--- src/sv/bve_pkg.sv ---
// Shared types and constants for the box volume block.
`default_nettype none
package bve_pkg;

  localparam int COORD_BITS = 16;
  localparam int LEN_W      = 17;
  localparam int VOL_W      = 3 * LEN_W;
  localparam int EDGE_W     = 2;
  localparam int ROOT_W     = COORD_BITS + 1;
  localparam int D2_W       = 2 * ROOT_W;
  localparam int CNT_W      = $clog2(ROOT_W);

  localparam logic [LEN_W-1:0]  LEN_MAX   = LEN_W'(131071);
  localparam logic [EDGE_W-1:0] LAST_EDGE = EDGE_W'(2);

  localparam int AXIS_W = 2;
  localparam logic [AXIS_W-1:0] AXIS_X = 2'd0;
  localparam logic [AXIS_W-1:0] AXIS_Y = 2'd1;
  localparam logic [AXIS_W-1:0] AXIS_Z = 2'd2;

  typedef struct packed {
    logic signed [COORD_BITS-1:0] point_x;
    logic signed [COORD_BITS-1:0] point_y;
    logic signed [COORD_BITS-1:0] point_z;
    logic                         last_point;
  } in_word_t;

  typedef struct packed {
    logic [LEN_W-1:0]  edge_length;
    logic [EDGE_W-1:0] edge_number;
    logic [VOL_W-1:0]  volume;
    logic              volume_valid;
  } out_word_t;

  typedef struct packed {
    logic [COORD_BITS-1:0] x;
    logic [COORD_BITS-1:0] y;
    logic [COORD_BITS-1:0] z;
  } point_t;

  // controller to datapath
  typedef struct packed {
    logic              load;
    logic              first;
    logic              sel;
    logic              sq;
    logic [AXIS_W-1:0] axis;
    logic              root;
    logic              put;
    logic              last_edge;
    logic [EDGE_W-1:0] edge_num;
  } cmd_t;

endpackage
`default_nettype wire

--- src/sv/bve_datapath.sv ---
// Datapath: extreme point registers, squared distance, square root, product and output word.
`default_nettype none
module bve_datapath (
  input  wire logic           clk,
  input  wire logic           rst,
  input  bve_pkg::in_word_t   in_data,
  input  bve_pkg::cmd_t       cmd,
  output bve_pkg::out_word_t  out_data
);
  import bve_pkg::*;

  localparam int CB    = COORD_BITS;
  localparam int REM_W = ROOT_W + 3;
  localparam int CMP_W = (ROOT_W > LEN_W) ? ROOT_W : LEN_W;

  point_t min_x, max_x, min_y, max_y, min_z, max_z;
  point_t lo, hi;
  point_t pt;

  logic [D2_W-1:0]      v;
  logic [REM_W-1:0]     rem;
  logic [ROOT_W-1:0]    r;
  logic [2*LEN_W-1:0]   vol_prod;
  out_word_t            out_q;

  logic signed [CB:0]   ext_x, ext_y, ext_z;
  logic [AXIS_W-1:0]    best;
  logic [CB-1:0]        ca, cb;
  logic [CB:0]          diff, mag;
  logic [2*CB-1:0]      sq;
  logic [REM_W-1:0]     rem_sh, trial;
  logic [LEN_W-1:0]     len;
  logic [VOL_W-1:0]     full;

  assign pt.x = in_data.point_x;
  assign pt.y = in_data.point_y;
  assign pt.z = in_data.point_z;

  // extent of each axis, always >= 0 once the cloud has a point
  assign ext_x = $signed({max_x.x[CB-1], max_x.x}) - $signed({min_x.x[CB-1], min_x.x});
  assign ext_y = $signed({max_y.y[CB-1], max_y.y}) - $signed({min_y.y[CB-1], min_y.y});
  assign ext_z = $signed({max_z.z[CB-1], max_z.z}) - $signed({min_z.z[CB-1], min_z.z});

  always_comb begin
    logic signed [CB:0] be;
    best = AXIS_X;
    be   = ext_x;
    if (ext_y > be) begin
      best = AXIS_Y;
      be   = ext_y;
    end
    if (ext_z > be) begin
      best = AXIS_Z;
    end
  end

  always_comb begin
    case (cmd.axis)
      AXIS_X: begin
        ca = hi.x;
        cb = lo.x;
      end
      AXIS_Y: begin
        ca = hi.y;
        cb = lo.y;
      end
      default: begin
        ca = hi.z;
        cb = lo.z;
      end
    endcase
  end

  assign diff = {ca[CB-1], ca} - {cb[CB-1], cb};
  assign mag  = diff[CB] ? (~diff + 1'b1) : diff;
  assign sq   = mag[CB-1:0] * mag[CB-1:0];

  // one result bit per root step
  assign rem_sh = {rem[REM_W-3:0], v[D2_W-1 -: 2]};
  assign trial  = REM_W'({r, 2'b01});

  assign len  = (CMP_W'(r) > CMP_W'(LEN_MAX)) ? LEN_MAX : LEN_W'(r);
  assign full = VOL_W'(vol_prod * len);

  always_ff @(posedge clk) begin
    if (cmd.load) begin
      if (cmd.first) begin
        min_x <= pt;
        max_x <= pt;
        min_y <= pt;
        max_y <= pt;
        min_z <= pt;
        max_z <= pt;
      end else begin
        if ($signed(pt.x) < $signed(min_x.x)) min_x <= pt;
        if ($signed(pt.x) > $signed(max_x.x)) max_x <= pt;
        if ($signed(pt.y) < $signed(min_y.y)) min_y <= pt;
        if ($signed(pt.y) > $signed(max_y.y)) max_y <= pt;
        if ($signed(pt.z) < $signed(min_z.z)) min_z <= pt;
        if ($signed(pt.z) > $signed(max_z.z)) max_z <= pt;
      end
    end

    if (cmd.sel) begin
      case (best)
        AXIS_X: begin
          lo <= min_x;
          hi <= max_x;
        end
        AXIS_Y: begin
          lo <= min_y;
          hi <= max_y;
        end
        default: begin
          lo <= min_z;
          hi <= max_z;
        end
      endcase
      v   <= '0;
      rem <= '0;
      r   <= '0;
    end else if (cmd.sq) begin
      v <= v + D2_W'(sq);
    end else if (cmd.root) begin
      v <= {v[D2_W-3:0], 2'b00};
      if (rem_sh >= trial) begin
        rem <= rem_sh - trial;
        r   <= {r[ROOT_W-2:0], 1'b1};
      end else begin
        rem <= rem_sh;
        r   <= {r[ROOT_W-2:0], 1'b0};
      end
    end

    if (cmd.put) begin
      out_q.edge_length  <= len;
      out_q.edge_number  <= cmd.edge_num;
      out_q.volume       <= cmd.last_edge ? full : '0;
      out_q.volume_valid <= cmd.last_edge;
    end
  end

  always_ff @(posedge clk) begin
    if (rst) begin
      vol_prod <= (2*LEN_W)'(1);
    end else if (cmd.put) begin
      vol_prod <= cmd.last_edge ? (2*LEN_W)'(1) : full[2*LEN_W-1:0];
    end
  end

  assign out_data = out_q;

endmodule
`default_nettype wire

--- src/sv/bve_ctrl.sv ---
// Controller: sequencing of point intake, axis select, squaring, root steps and word output.
`default_nettype none
module bve_ctrl (
  input  wire logic     clk,
  input  wire logic     rst,
  input  wire logic     in_valid,
  output logic          in_ready,
  input  wire logic     last_point,
  output logic          out_valid,
  input  wire logic     out_ready,
  output bve_pkg::cmd_t cmd
);
  import bve_pkg::*;

  localparam logic [2:0] ST_IDLE = 3'd0;
  localparam logic [2:0] ST_SEL  = 3'd1;
  localparam logic [2:0] ST_SQ   = 3'd2;
  localparam logic [2:0] ST_ROOT = 3'd3;
  localparam logic [2:0] ST_PUT  = 3'd4;

  logic [2:0]        state, state_next;
  logic [CNT_W-1:0]  cnt, cnt_next;
  logic [EDGE_W-1:0] edges_done;
  logic              first;
  logic              accept, out_free, put;

  assign in_ready = (state == ST_IDLE);
  assign accept   = in_valid && in_ready;
  assign out_free = !out_valid || out_ready;
  assign put      = (state == ST_PUT) && out_free;

  always_comb begin
    state_next = state;
    cnt_next   = cnt;
    case (state)
      ST_IDLE: begin
        if (accept && last_point) state_next = ST_SEL;
      end
      ST_SEL: begin
        cnt_next   = '0;
        state_next = ST_SQ;
      end
      ST_SQ: begin
        if (cnt == CNT_W'(AXIS_Z)) begin
          cnt_next   = '0;
          state_next = ST_ROOT;
        end else begin
          cnt_next = cnt + 1'b1;
        end
      end
      ST_ROOT: begin
        if (cnt == CNT_W'(ROOT_W - 1)) begin
          state_next = ST_PUT;
        end else begin
          cnt_next = cnt + 1'b1;
        end
      end
      ST_PUT: begin
        if (out_free) state_next = ST_IDLE;
      end
      default: begin
        state_next = ST_IDLE;
      end
    endcase
  end

  always_ff @(posedge clk) begin
    if (rst) begin
      state      <= ST_IDLE;
      cnt        <= '0;
      edges_done <= '0;
      first      <= 1'b1;
      out_valid  <= 1'b0;
    end else begin
      state <= state_next;
      cnt   <= cnt_next;
      if (accept) first <= 1'b0;
      if (put) begin
        first      <= 1'b1;
        edges_done <= (edges_done == LAST_EDGE) ? '0 : edges_done + 1'b1;
      end
      if (put) begin
        out_valid <= 1'b1;
      end else if (out_ready) begin
        out_valid <= 1'b0;
      end
    end
  end

  always_comb begin
    cmd.load      = accept;
    cmd.first     = first;
    cmd.sel       = (state == ST_SEL);
    cmd.sq        = (state == ST_SQ);
    cmd.axis      = cnt[AXIS_W-1:0];
    cmd.root      = (state == ST_ROOT);
    cmd.put       = put;
    cmd.last_edge = (edges_done == LAST_EDGE);
    cmd.edge_num  = edges_done;
  end

  a_put_stall: assert property (@(posedge clk) disable iff (rst)
    (state == ST_PUT && !out_free) |=> (state == ST_PUT && out_valid))
    else $error("result word dropped while output slot busy");

  a_root_done: assert property (@(posedge clk) disable iff (rst)
    (state == ST_ROOT && cnt == CNT_W'(ROOT_W - 1)) |=> (state == ST_PUT))
    else $error("root iteration count wrong");

  a_last_start: assert property (@(posedge clk) disable iff (rst)
    (accept && last_point) |=> (state == ST_SEL && !first))
    else $error("last point did not start edge evaluation");

  a_wrap: assert property (@(posedge clk) disable iff (rst)
    (put && edges_done == LAST_EDGE) |=> (edges_done == '0 && first && out_valid))
    else $error("edge counter did not wrap after third edge");

endmodule
`default_nettype wire

--- src/sv/box_volume_from_edge_extents_top.sv ---
// Top level of the box volume block: controller plus datapath.
//
// Input channel (in_valid/in_ready/in_data) takes one point word per cycle
// when idle: signed x, y, z and last_point, closing the current edge cloud.
// Points that do not close a cloud are absorbed without leaving idle.
// A closing point starts an evaluation: a select state picks the widest axis,
// a single 16x16 squarer sums the squares over the three axes for the squared
// distance, and a one-bit-per-step square root unit takes its root. The result
// word is loaded into the output register in the put state after the last root
// step, and the input takes the next point the cycle after that.
// Output channel (out_valid/out_ready/out_data) carries one word per cloud:
// edge length, edge number, and for edge number 2 the volume with
// volume_valid set; then the edge count and running product start over.
// The output register holds its word while the receiver stalls; intake of
// plain points goes on meanwhile, and a finished evaluation waits for the slot.
// Synchronous reset clears the controller and the edge count and sets the product to one.
`default_nettype none
module box_volume_from_edge_extents_top (
  input  wire logic          clk,
  input  wire logic          rst,
  input  wire logic          in_valid,
  output logic               in_ready,
  input  bve_pkg::in_word_t  in_data,
  output logic               out_valid,
  input  wire logic          out_ready,
  output bve_pkg::out_word_t out_data
);
  import bve_pkg::*;

  cmd_t cmd;

  bve_ctrl u_ctrl (
    .clk        (clk),
    .rst        (rst),
    .in_valid   (in_valid),
    .in_ready   (in_ready),
    .last_point (in_data.last_point),
    .out_valid  (out_valid),
    .out_ready  (out_ready),
    .cmd        (cmd)
  );

  bve_datapath u_datapath (
    .clk      (clk),
    .rst      (rst),
    .in_data  (in_data),
    .cmd      (cmd),
    .out_data (out_data)
  );

endmodule
`default_nettype wire
--- config.mk ---
export PLATFORM = sky130hd
export DESIGN_NAME = box_volume_from_edge_extents_top
export DESIGN_NICKNAME = d
export VERILOG_FILES = /design/src/sv/bve_pkg.sv /design/src/sv/bve_datapath.sv /design/src/sv/bve_ctrl.sv /design/src/sv/box_volume_from_edge_extents_top.sv
export SDC_FILE = /design/constraint.sdc
export NUM_CORES = 2
export LEC_CHECK = 0
export BUFFER_PORTS_ARGS = -buffer_cell sky130_fd_sc_hd__buf_2
export CAP_MARGIN = 20
export CORE_ASPECT_RATIO = 1.25
export CORE_MARGIN = 4
export CORE_UTILIZATION = 65
export CTS_BUF_LIST = sky130_fd_sc_hd__clkbuf_4 sky130_fd_sc_hd__clkbuf_8 sky130_fd_sc_hd__clkbuf_16
export DETAILED_ROUTE_END_ITERATION = 10
export GPL_ROUTABILITY_DRIVEN = 0
export GPL_TIMING_DRIVEN = 1
export PLACE_DENSITY_LB_ADDON = 0.05
export SLEW_MARGIN = 10
export SYNTH_ARGS = -nofsm -noshare
export SYNTH_HDL_FRONTEND = slang
export SYNTH_SLANG_ARGS = --single-unit
export TNS_END_PERCENT = 1
--- constraint.sdc ---
create_clock -name clk -period 29.9 [get_ports clk]
set_input_delay 1.495 -clock clk [delete_from_list [all_inputs] [get_ports clk]]
set_output_delay 1.495 -clock clk [all_outputs]
set_load 0.02 [all_outputs]
==> metrics.txt <==
status completed; post-CTS resize count 0; global-route wire length before repair 210.0 mm; class of the worst hold path reg2reg; critical path arrival 13030 ps; Net count, final 6466; fraction of the cycle the final worst path needs 0.4177; Residual DRC 0; H-tree levels 2; count of fill cells added during filler insertion 6243; fraction of final layout cells sized beyond drive strength 1 0.06499; required time of the worst setup path 30440 ps; routed wire length 131.1 mm; max_cap viols 0; full die area 86740 um^2; register clock-pin slew on the reported worst setup and hold paths 60 ps; Slew Viols, Final 0; net count after synthesis 6478; number of violations reported at the end of detailed-routing iteration 0 2678; mean post-synth cell area 10.05 um^2; Netlist Area Pre-Place 53340 um^2; core region area 81390 um^2; Clock Latency Late Sink 690 ps; TritonCTS clock tree done; Die Width 264.2 um; vias in the first global route 38.69k; Root Buffer Master sky130_fd_sc_hd__clkbuf_16; sequential fraction of the synthesis area 0.2993; maximum fanout count along the critical path 34; post-cts hold buffer count 0; Max stage delay on crit path 800 ps; number of endpoints failing setup at the final stage 0; cells after synthesis 5305; number of vias per cell after detailed routing 5.830; Post-synth top flop sky130_fd_sc_hd__edfxtp_1; top-level port count 126; Yosys warning total 0; number of nets with antenna violations after detailed routing 0; post-DP HPWL 97.89 mm; type of element capturing the critical path flip-flop; placement row count 117; buffers from clock root to sink, at most 3; global router's overall resource usage 0.3077; Area Growth Syn to Fin 6.725%; shortest clock period the worst path allows after layout 12490 ps; routed via count 37.44k; Fin. Hold Viols 0; Setup crit start kind flip-flop; number of synthesized register bits 570; aggregate global routing overflow 0; area of the multi-input gates 33050 um^2; Max Freq 80.06 MHz; worst clock skew on the final layout 46.08 ps; final-layout setup total negative slack 0 ps; clock sink count 570; post-synth cell types 88; pin count of the biggest net entering global routing 91; max-slew headroom at the worst pin 0.2342; pin slew with the least headroom to its limit 1146 ps; mean routed wirelength per cell 20.41 um; startpoint-to-endpoint class of the critical path reg2reg; Die Height 328.3 um; Pre-antenna DRT Iters 6; area taken by flip-flops and latches 15970 um^2; initial core utilization 0.6553; post-CTS setup-driven buffer insertion count 0; I/O Buffers 125; share of synthesized registers carrying an async set or reset 0; initial antenna violation count 11; slowest stage cell on the critical path sky130_fd_sc_hd__o41ai_4; EDFF count, synth 455; RSZ-0062 raised after global routing false; clock buffer count from CTS 61
==> routing by layer <==
metal | up-vias | share of wire | track usage
met5 | - | 0.00021 | 0
met4 | 4 | 0.057 | 0.1501
met3 | 365 | 0.066 | 0.03958
met2 | 1354 | 0.49 | 0.5177
met1 | 18550 | 0.39 | 0.3986
li1 | 17160 | - | -
==> cells in the mapped netlist, types with 5 or more instances <==
cell type	count	share of area
sky130_fd_sc_hd__o21ai_0	115	0.011
sky130_fd_sc_hd__buf_1	8	0.00056
sky130_fd_sc_hd__a22oi_1	22	0.0031
sky130_fd_sc_hd__xor2_1	68	0.011
sky130_fd_sc_hd__o21a_1	28	0.0039
sky130_fd_sc_hd__nand2b_1	35	0.0041
sky130_fd_sc_hd__a221o_1	5	0.00094
sky130_fd_sc_hd__o211ai_1	6	0.00084
sky130_fd_sc_hd__inv_2	7	0.00049
sky130_fd_sc_hd__or3_1	9	0.0011
sky130_fd_sc_hd__a31oi_1	16	0.0019
sky130_fd_sc_hd__nand4_1	33	0.0039
sky130_fd_sc_hd__edfxtp_1	455	0.26
sky130_fd_sc_hd__clkbuf_1	235	0.017
sky130_fd_sc_hd__a21oi_1	280	0.026
sky130_fd_sc_hd__nand3_1	72	0.0068
sky130_fd_sc_hd__a221oi_1	5	0.00082
sky130_fd_sc_hd__nor2_1	295	0.021
sky130_fd_sc_hd__a22o_1	52	0.0085
sky130_fd_sc_hd__a21o_1	103	0.014
sky130_fd_sc_hd__nor2b_1	40	0.0047
sky130_fd_sc_hd__nand2_1	632	0.044
sky130_fd_sc_hd__fa_1	675	0.25
sky130_fd_sc_hd__a2111oi_0	6	0.00099
sky130_fd_sc_hd__o21bai_1	15	0.0021
sky130_fd_sc_hd__a211oi_1	15	0.0021
sky130_fd_sc_hd__o22ai_1	13	0.0015
sky130_fd_sc_hd__o31ai_1	19	0.0027
sky130_fd_sc_hd__ha_1	445	0.10
sky130_fd_sc_hd__o311ai_0	16	0.0026
sky130_fd_sc_hd__buf_2	7	0.00066
sky130_fd_sc_hd__and2_1	193	0.023
sky130_fd_sc_hd__and3_1	12	0.0014
sky130_fd_sc_hd__a31o_2	6	0.00099
sky130_fd_sc_hd__xnor2_1	91	0.015
sky130_fd_sc_hd__or2_2	6	0.00070
sky130_fd_sc_hd__and4_1	5	0.00082
sky130_fd_sc_hd__dfxtp_1	115	0.043
sky130_fd_sc_hd__mux2i_1	102	0.019
sky130_fd_sc_hd__inv_1	915	0.064
sky130_fd_sc_hd__nor3_1	47	0.0044
==> state kept, by name (all words and copies together), names as in the netlist, 2 cells and up <==
| name | flops |
|---|---|
| u_datapath.vol_prod | 34 |
| u_datapath.max_z | 48 |
| u_datapath.min_z | 48 |
| u_datapath.rem | 18 |
| u_ctrl.cnt | 5 |
| u_datapath.lo | 48 |
| u_datapath.r | 17 |
| u_datapath.max_x | 48 |
| u_datapath.out_data | 71 |
| u_datapath.hi | 48 |
| u_datapath.v | 34 |
| u_datapath.max_y | 48 |
| u_ctrl.edges_done | 2 |
| u_datapath.min_x | 48 |
| u_ctrl.state | 3 |
| u_datapath.min_y | 48 |
==> critical path: cells and delay by family, from the launching register on <==
| family | cells | cell delay [ps] |
|---|---|---|
| buffers and inverters | 10 | 1470 |
| AOI/OAI and AO/OA | 17 | 4540 |
| and+or+nand+nor | 5 | 960 |
| adders and majority gates | 10 | 4110 |
| DFF | 1 | 420 |
| xor gates and xnor gates | 2 | 840 |
==> cells in the final DEF, fill, tap and decap left out, drive strengths merged, types with 73 or more instances in the layout <==
cell type,instances
inv,928
fa,675
nand2,633
edfxtp,455
ha,445
nor2,300
a21oi,281
and2,193
buf,177
o21ai,120
dfxtp,115
a21o,103
mux2i,102
xnor2,95
clkbuf,73
==> cell families (layout without fill, tap and decap cells) <==
kind of cell,after synthesis,in the layout,synth area share
buffers and inverters,1177,1211,0.08327
other,0,12,0
flip-flops,570,570,0.2993
AND/OR/NAND/NOR,1405,1405,0.1199
adder cells (fa/ha/maj),1120,1120,0.3577
XOR/XNOR,164,164,0.02784
multiplexers,103,103,0.01935
AO/OA/AOI/OAI,766,766,0.09263
==> metrics by stage <==
step / std cells / hold slack (ps) / area (um^2) / worst slack, ps / utilization
final: 6422 / 484.3 / 56930 / 17410 / 0.6994
after global routing: 6414 / 498.5 / 56910 / 16820 / 0.6992
after CTS: 6410 / 475.7 / 56900 / 17560 / 0.6990
after detailed placement: 6301 / 461.3 / 54860 / 17660 / 0.6740
after global placement: 6300 / 451.7 / 54840 / 17610 / 0.6738
after floorplan: 5305 / 436.5 / 53340 / 19290 / -
==> path summary, 6_finish.rpt <==
check / from / endpoint / slack (ps) / cells after the start
min: u_datapath.v[2] / u_datapath.v[2] / 480 / 2
max reg2reg: u_ctrl.cnt[0] / u_datapath.v[31] / 17410 / 44
min reg2reg: u_datapath.v[2] / u_datapath.v[2] / 480 / 2
max: u_ctrl.cnt[0] / u_datapath.v[31] / 17410 / 44
==> cell type report <==
cell class | count | share of cell area
multi-input cells | 3558 | 0.5806
flip-flops and latches | 570 | 0.2805
repair buffers | 177 | 0.01798
clock buffers | 73 | 0.02840
inverters | 925 | 0.06101
diodes | 12 | 0.0005275
well taps | 1071 | 0.02354
clock inverters | 36 | 0.007407
Power is left out: the tool's default activity adds up to more than one toggle a clock period on the data nets, which glitch-free logic cannot reach.
